### config.mk
export PLATFORM = sky130hd
export DESIGN_NAME = svgpc_core
export DESIGN_NICKNAME = d
export VERILOG_FILES = /design/src/svgpc_pkg.sv /design/src/svgpc_core.sv
export SDC_FILE = /design/constraint.sdc
export NUM_CORES = 1
export LEC_CHECK = 0
export ABC_AREA = 1
export ABC_CLOCK_PERIOD_IN_PS = 5000
export BUFFER_PORTS_ARGS = -buffer_cell sky130_fd_sc_hd__buf_4
export CORE_UTILIZATION = 46
export DETAILED_ROUTE_END_ITERATION = 16
export SETUP_SLACK_MARGIN = 0.5
export SYNTH_ARGS = -nofsm -noshare
export SYNTH_HDL_FRONTEND = slang
export SYNTH_SLANG_ARGS = --single-unit
### constraint.sdc
create_clock -name clock -period 5 [get_ports clock]
set_input_delay 0.5 -clock clock [delete_from_list [all_inputs] [get_ports clock]]
set_output_delay 0.5 -clock clock [all_outputs]
set_load 0.01 [all_outputs]
### src/svgpc_pkg.sv
`timescale 1ns / 1ps

package svgpc_pkg;

   // Longest path string accepted; the byte past it is reported as too long
   localparam int MAX_LENGTH = 1023;
   localparam int CHAR_COUNT_WIDTH = $clog2(MAX_LENGTH + 2);

   typedef logic [CHAR_COUNT_WIDTH-1:0] char_count_type;

   localparam char_count_type MAX_COUNT = CHAR_COUNT_WIDTH'(MAX_LENGTH);

   // Version register
   typedef logic [1:0] svg_version_type;

   localparam svg_version_type VER_1_0   = 2'd0;
   localparam svg_version_type VER_1_1   = 2'd1;
   localparam svg_version_type VER_1_2   = 2'd2;
   localparam svg_version_type VER_RESET = VER_1_1;

   typedef enum logic [3:0] {
      ERR_NONE         = 4'd0,
      ERR_LEADING_DOT  = 4'd1,
      ERR_LEADING_EXP  = 4'd2,
      ERR_ARC_EXCLUDED = 4'd3,
      ERR_Z_NEEDS_1_1  = 4'd4,
      ERR_BAD_BYTE     = 4'd5,
      ERR_ARG_COUNT    = 4'd6,
      ERR_ARC_FLAG     = 4'd7,
      ERR_TOO_LONG     = 4'd8,
      ERR_EMPTY        = 4'd9
   } err_code_type;

   // Number scanner phase
   typedef enum logic [1:0] {
      NUM_OUTSIDE  = 2'd0,
      NUM_MANTISSA = 2'd1,
      NUM_EXP_MARK = 2'd2,
      NUM_EXPONENT = 2'd3
   } num_phase_type;

   // Shape of the current token, for arc flag checks
   typedef enum logic [1:0] {
      SHAPE_EMPTY = 2'd0,
      SHAPE_FLAG  = 2'd1,
      SHAPE_OTHER = 2'd2
   } token_shape_type;

   // Arguments per group of each command
   localparam logic [2:0] GROUP_NONE = 3'd0;
   localparam logic [2:0] GROUP_HV   = 3'd1;
   localparam logic [2:0] GROUP_LMT  = 3'd2;
   localparam logic [2:0] GROUP_QS   = 3'd4;
   localparam logic [2:0] GROUP_C    = 3'd6;
   localparam logic [2:0] GROUP_A    = 3'd7;

   // Arc arguments that must be flags (zero-based)
   localparam logic [2:0] ARC_FLAG_FIRST  = 3'd3;
   localparam logic [2:0] ARC_FLAG_SECOND = 3'd4;

   typedef struct packed {
      logic [2:0]      group_size;
      logic [2:0]      args_seen;
      logic            group_count_nonzero;
      logic            is_arc_command;
      num_phase_type   number_phase;
      token_shape_type flag_token_shape;
      char_count_type  char_count;
      err_code_type    first_error_code;
   } parse_state_type;

   typedef struct packed {
      err_code_type error_now;
      logic         string_done;
      logic         string_valid;
      err_code_type first_error;
   } rsp_data_type;

endpackage

### src/svgpc_core.sv
`timescale 1ns / 1ps

module svgpc_core (
   input  logic                       clock,
   input  logic                       reset,
   input  logic                       step,
   input  logic [7:0]                 char_byte,
   input  logic                       char_present,
   input  logic                       end_of_string,
   input  svgpc_pkg::svg_version_type svg_version,
   output svgpc_pkg::rsp_data_type    result
);
   import svgpc_pkg::*;

   parse_state_type state_ff;
   parse_state_type state_in;

   function automatic err_code_type keep_first(err_code_type cur, err_code_type e);
      return (cur != ERR_NONE) ? cur : e;
   endfunction

   function automatic token_shape_type shape_add(token_shape_type sh, logic [7:0] b);
      return (sh == SHAPE_EMPTY && (b == "0" || b == "1")) ? SHAPE_FLAG : SHAPE_OTHER;
   endfunction

   // Error raised when the current number closes
   function automatic err_code_type finish_err(parse_state_type s);
      err_code_type e;
      e = ERR_NONE;
      if (s.number_phase != NUM_OUTSIDE && s.group_size != GROUP_NONE &&
          s.is_arc_command &&
          (s.args_seen == ARC_FLAG_FIRST || s.args_seen == ARC_FLAG_SECOND) &&
          s.flag_token_shape != SHAPE_FLAG) begin
         e = ERR_ARC_FLAG;
      end
      return e;
   endfunction

   // Close the current number and count it as an argument
   function automatic parse_state_type finish_state(parse_state_type s);
      parse_state_type r;
      logic [2:0]      nargs;
      r = s;
      nargs = s.args_seen + 3'd1;
      if (s.number_phase != NUM_OUTSIDE) begin
         r.number_phase = NUM_OUTSIDE;
         if (s.group_size != GROUP_NONE) begin
            if (nargs >= s.group_size) begin
               r.args_seen = 3'd0;
               r.group_count_nonzero = 1'b1;
            end else begin
               r.args_seen = nargs;
            end
         end
         r.flag_token_shape = SHAPE_EMPTY;
      end
      return r;
   endfunction

   function automatic err_code_type group_check(parse_state_type s);
      return (s.group_size != GROUP_NONE &&
              (s.args_seen != 3'd0 || !s.group_count_nonzero)) ? ERR_ARG_COUNT : ERR_NONE;
   endfunction

   function automatic parse_state_type set_command(parse_state_type s, logic [2:0] size,
                                                   logic arc);
      parse_state_type r;
      r = s;
      r.group_size = size;
      r.args_seen = 3'd0;
      r.group_count_nonzero = 1'b0;
      r.is_arc_command = arc;
      return r;
   endfunction

   // Work out one request against the current string state
   always_comb begin
      parse_state_type s;
      err_code_type    err;
      err_code_type    fe;
      char_count_type  cnt;
      logic            cmd_hit;
      logic [2:0]      cmd_size;
      logic            cmd_arc;

      s = state_ff;
      err = ERR_NONE;
      cnt = state_ff.char_count;
      cmd_hit = 1'b0;
      cmd_size = GROUP_NONE;
      cmd_arc = 1'b0;

      if (char_present && state_ff.char_count <= MAX_COUNT) begin
         cnt = state_ff.char_count + CHAR_COUNT_WIDTH'(1);
         s.char_count = cnt;
         if (cnt > MAX_COUNT) begin
            err = ERR_TOO_LONG;
         end else if (char_byte < 8'd32 || char_byte == 8'd127) begin
            // skip control bytes
         end else if (char_byte >= "0" && char_byte <= "9") begin
            if (s.number_phase == NUM_EXP_MARK) s.number_phase = NUM_EXPONENT;
            else if (s.number_phase == NUM_OUTSIDE) s.number_phase = NUM_MANTISSA;
            s.flag_token_shape = shape_add(s.flag_token_shape, char_byte);
         end else if (char_byte == ".") begin
            if (s.number_phase == NUM_OUTSIDE) begin
               err = ERR_LEADING_DOT;
               s.number_phase = NUM_MANTISSA;
            end
            s.flag_token_shape = shape_add(s.flag_token_shape, char_byte);
         end else if (char_byte == "e" || char_byte == "E") begin
            if (s.number_phase == NUM_OUTSIDE) err = ERR_LEADING_EXP;
            s.number_phase = NUM_EXP_MARK;
            s.flag_token_shape = shape_add(s.flag_token_shape, char_byte);
         end else if (char_byte == "-" || char_byte == "+") begin
            if (s.number_phase == NUM_EXP_MARK) begin
               s.number_phase = NUM_EXPONENT;
            end else begin
               err = finish_err(s);
               s = finish_state(s);
               s.number_phase = NUM_MANTISSA;
            end
            s.flag_token_shape = shape_add(s.flag_token_shape, char_byte);
         end else begin
            err = finish_err(s);
            s = finish_state(s);
            unique case (char_byte)
               " ", ",": ;
               "A", "a": begin
                  if (svg_version >= VER_1_2) err = keep_first(err, ERR_ARC_EXCLUDED);
                  else begin
                     cmd_hit = 1'b1;
                     cmd_size = GROUP_A;
                     cmd_arc = 1'b1;
                  end
               end
               "C", "c": begin
                  cmd_hit = 1'b1;
                  cmd_size = GROUP_C;
               end
               "H", "h", "V", "v": begin
                  cmd_hit = 1'b1;
                  cmd_size = GROUP_HV;
               end
               "L", "l", "M", "m", "T", "t": begin
                  cmd_hit = 1'b1;
                  cmd_size = GROUP_LMT;
               end
               "Q", "q", "S", "s": begin
                  cmd_hit = 1'b1;
                  cmd_size = GROUP_QS;
               end
               "Z": begin
                  if (svg_version == VER_1_0) err = keep_first(err, ERR_Z_NEEDS_1_1);
                  else cmd_hit = 1'b1;
               end
               "z": cmd_hit = 1'b1;
               default: err = keep_first(err, ERR_BAD_BYTE);
            endcase
            if (cmd_hit) begin
               err = keep_first(err, group_check(s));
               s = set_command(s, cmd_size, cmd_arc);
            end
         end
      end

      // End checks: close the last number and group
      if (end_of_string) begin
         if (cnt <= MAX_COUNT) begin
            err = keep_first(err, finish_err(s));
            s = finish_state(s);
            err = keep_first(err, group_check(s));
         end
         if (cnt == '0) err = ERR_EMPTY;
         else if (cnt > MAX_COUNT) err = ERR_TOO_LONG;
      end

      s.first_error_code = keep_first(state_ff.first_error_code, err);

      if (end_of_string) begin
         if (cnt == '0) fe = ERR_EMPTY;
         else if (cnt > MAX_COUNT) fe = ERR_TOO_LONG;
         else fe = s.first_error_code;
      end else begin
         fe = s.first_error_code;
      end

      result.error_now = err;
      result.string_done = end_of_string;
      result.string_valid = end_of_string && (fe == ERR_NONE);
      result.first_error = fe;

      // Drop all per-string state once the verdict is out
      state_in = s;
      if (end_of_string) state_in = '0;
   end

   // Hold the string state, advance on each accepted request
   always_ff @(posedge clock) begin
      if (reset) begin
         state_ff <= '0;
      end else if (step) begin
         state_ff <= state_in;
      end
   end

endmodule

==> impl_metrics.env <==
export IMPL_synth_top_area_share_pct=20.81
export IMPL_dieHeight_um=83.40
export IMPL_async_flop_share_pct=0
export IMPL_reg_largest_list="state_ff x27"
export IMPL_grt_first_pass_wirelength_um=14400
export IMPL_cts_num_sinks=27
export IMPL_fin_cells=667
export IMPL_worstSkewPairLatency_ns=0.28
export IMPL_yosysUniqueCellTypes=42
export IMPL_path_common_cell="nand2_1"
export IMPL_max_cap_viol_count=0
export IMPL_ys_top_cells_by_area="nand2_1 (21%), dfxtp_1 (18%), inv_1 (9.5%), nand3_1 (7.6%), nor2_1 (7.1%)"
export IMPL_ios=25
export IMPL_cts_htree_levels=1
export IMPL_synth_edf_count=0
export IMPL_period_share_pct=89.24
export IMPL_syn_area_mm2=0.003048
export IMPL_worstSetupPathType="reg -> out"
export IMPL_top_layer="met4"
export IMPL_crit_required_ns=4.50
export IMPL_grt_start_max_net_pins=28
export IMPL_clk_pin_slew_worst_paths_ns=0.10
export IMPL_fin_tns_setup_ns=0
export IMPL_yosys_warnings=0
export IMPL_hold_depth=2
export IMPL_drt_iter0_drc=191
export IMPL_routed_via_density=5.177
export IMPL_dr_wl_met3_um=296
export IMPL_drc_errors=0
export IMPL_post_route_min_period_ns=4.462
export IMPL_dr_wl_met2_um=4626
export IMPL_routedWlPerCell_um=13.45
export IMPL_critPathSlowestCell="dfxtp_4"
export IMPL_grt_pass1_vias=3241
export IMPL_synth_seq_cells=27
export IMPL_wl_met1_um=3863
export IMPL_initial_core_util_pct=47.73
export IMPL_yosys_cell_count_top_type="nand2_1"
export IMPL_groute_usage_overall_pct=25.03
export IMPL_fillers=635
export IMPL_maxSlewViolCount=0
export IMPL_placed_cells=628
export IMPL_numPortBuffers=24
export IMPL_grt_ovfl_total=0
export IMPL_cts_path_max_buffers=2
export IMPL_cts_tree="yes"
export IMPL_cts_made_buffers=3
export IMPL_powerDensity_mw_per_mm2=146.4
export IMPL_synth_commonest_cells="nand2_1 (169), inv_1 (77), nor2_1 (58), nand3_1 (46), a21oi_1 (32)"
export IMPL_drt_total_wl_um=8973
export IMPL_r2r_end="state_ff[22]"
export IMPL_syn_inst=536
export IMPL_syn_nets=564
export IMPL_ir_worst_vdd_uv=99.96
export IMPL_hp_class="reg -> reg"
export IMPL_die_w_um=83.40
export IMPL_top_register="state_ff"
export IMPL_coreArea_mm2=0.006386
export IMPL_min_to="state_ff[11]"
export IMPL_r2r_cells=36
export IMPL_hp_start="state_ff[11]"
export IMPL_r2r_start="state_ff[22]"
export IMPL_slew_headroom_pct=30.31
export IMPL_critPathCaptureType="output pin"
export IMPL_worstSetupStartpointType="flip-flop"
export IMPL_gp_congestion=0.8899
export IMPL_ant_nets=0
export IMPL_setup_violations=0
export IMPL_yosysSeqAreaShare_pct=17.73
export IMPL_syn_area_per_cell_um2=5.686
export IMPL_worstPathMaxFanout=3
export IMPL_detailroute_via_count=3453
export IMPL_fmax_ghz=0.2241
export IMPL_holdBufCountCts=0
export IMPL_hold_viol=0
export IMPL_finClkSkew_ns=0.005468
export IMPL_layout_drive_gt1_share_pct=26.78
export IMPL_dieArea_mm2=0.006956
export IMPL_worst_slew_pin_slew_ns=1.042
export IMPL_diodes=0
export IMPL_largest_register_ffs=27
export IMPL_cts_root_buf="clkbuf_8"
export IMPL_synth_largest_area_cell="nand2_1"
export IMPL_crit_arrival_ns=3.96
export IMPL_max_stage_delay_ns=0.38
export IMPL_antenna_found_initial=0
export IMPL_dp_hpwl_um=6334
export IMPL_nets=619
export IMPL_leakage_nw=1.854
export IMPL_status="finished, final reports clean"
export IMPL_rsz0062_at_grt="true"
export IMPL_rrSetupSlack_ns=0.55
export IMPL_area_delta_synth_final_pct=26.77
export IMPL_num_rows=29
export IMPL_firstDrtPassIters=4
export IMPL_synth_ff_type="dfxtp_1"
==> placed cells by master, fill, tap and decap left out, types with 2 or more instances in the layout <==
master and n:
nand2_1 164, inv_1 70, nor2_1 56, buf_4 47, nand3_1 44, a21oi_1 28
dfxtp_1 22, nand2_2 17, buf_6 14, inv_2 11, nor2_2 11, nor3_1 10
ha_4 8, nand3_2 7, a21oi_2 6, o21ai_2 6, o21ai_1 6, o21ai_0 6
nand4_1 5, nor2_4 4, nand2_4 4, ha_1 4, dfxtp_4 4, a21boi_0 3
clkbuf_8 3, nand3_4 2, nand4_4 2, and2_1 2, and3_1 2, nor4_1 2
==> kinds of logic after synthesis <==
| logic type | count (synthesis) | share of synthesized area (%) |
|---|---|---|
| flip-flops | 27 | 17.73 |
| AO/OA/AOI/OAI | 63 | 12.27 |
| adder cells (fa/ha/maj) | 13 | 5.337 |
| AND/OR/NAND/NOR | 337 | 51.56 |
| XOR/XNOR | 2 | 1.191 |
| buffers and inverters | 94 | 11.90 |
==> area by class of cell <==
type,count,area (um2),area share (%)
clock buffers,3,41.29,1.069
clock inverters,1,7.507,0.1943
inverters,83,314.1,8.128
multi-input cells,415,2337,60.49
flip-flops and latches,27,556.8,14.41
well taps,77,96.34,2.494
repair buffers,61,510.5,13.21
==> metrics by stage <==
step / total power [mW] / hold slack, ns / cell area (um2) / utilization, % / worst slack, ns
floorplan: 0.3341 / 0.4498 / 3048 / - / 0.8413
global placement: 0.3818 / 0.4714 / 3288 / 51.49 / 0.6271
detailed placement: 0.3830 / 0.4787 / 3288 / 51.49 / 0.5414
CTS: 0.5460 / 0.4933 / 3622 / 56.72 / 0.5101
global route: 0.6038 / 0.5168 / 3864 / 60.50 / 0.2878
finish: 0.5658 / 0.4884 / 3864 / 60.50 / 0.5382
==> how the worst max path moves through the flow <==
stage	end	depth (start not counted)	from	slack, ns
2_1_floorplan	result[4]	29	state_ff[21]	0.84
3_3_place_gp	result[4]	30	state_ff[21]	0.63
3_5_place_dp	result[4]	30	state_ff[21]	0.54
4_1_cts	result[4]	30	state_ff[21]	0.51
5_1_grt	result[4]	30	state_ff[22]	0.29
6_report	result[4]	32	state_ff[22]	0.54
==> routing by layer <==
metal | vias to the layer above | global-route usage (%)
li1 | 1813 | -
met1 | 1554 | 30.55
met2 | 68 | 46.20
met3 | 18 | 2.087
met4 | 0 | 7.680
met5 | - | 0
==> repair_timing <==
item | 4_1_cts | 5_1_grt
endpoints found under the hold margin | 0 | 0
setup endpoints to repair | 5 | 6
pin swaps | 23 | 34
gates resized for setup | 24 | 47
buffers inserted | 28 | 7
==> power breakdown <==
| group | switching [mW] | total, mW | internal (mW) |
|---|---|---|---|
| registers | 0.00337 | 0.219 | 0.216 |
| logic | 0.119 | 0.214 | 0.0955 |
| clock network | 0.0751 | 0.132 | 0.0568 |
| total | 0.197 | 0.566 | 0.368 |
==> worst max-delay path, delay by kind of cell (launching register included) <==
family | cells | cell delay (ns)
simple gates | 16 | 1.26
flops | 1 | 0.38
fa+ha+maj | 4 | 0.86
compound gates | 6 | 0.68
buf+inv | 6 | 0.48
(Power assumes the default switching activity.)
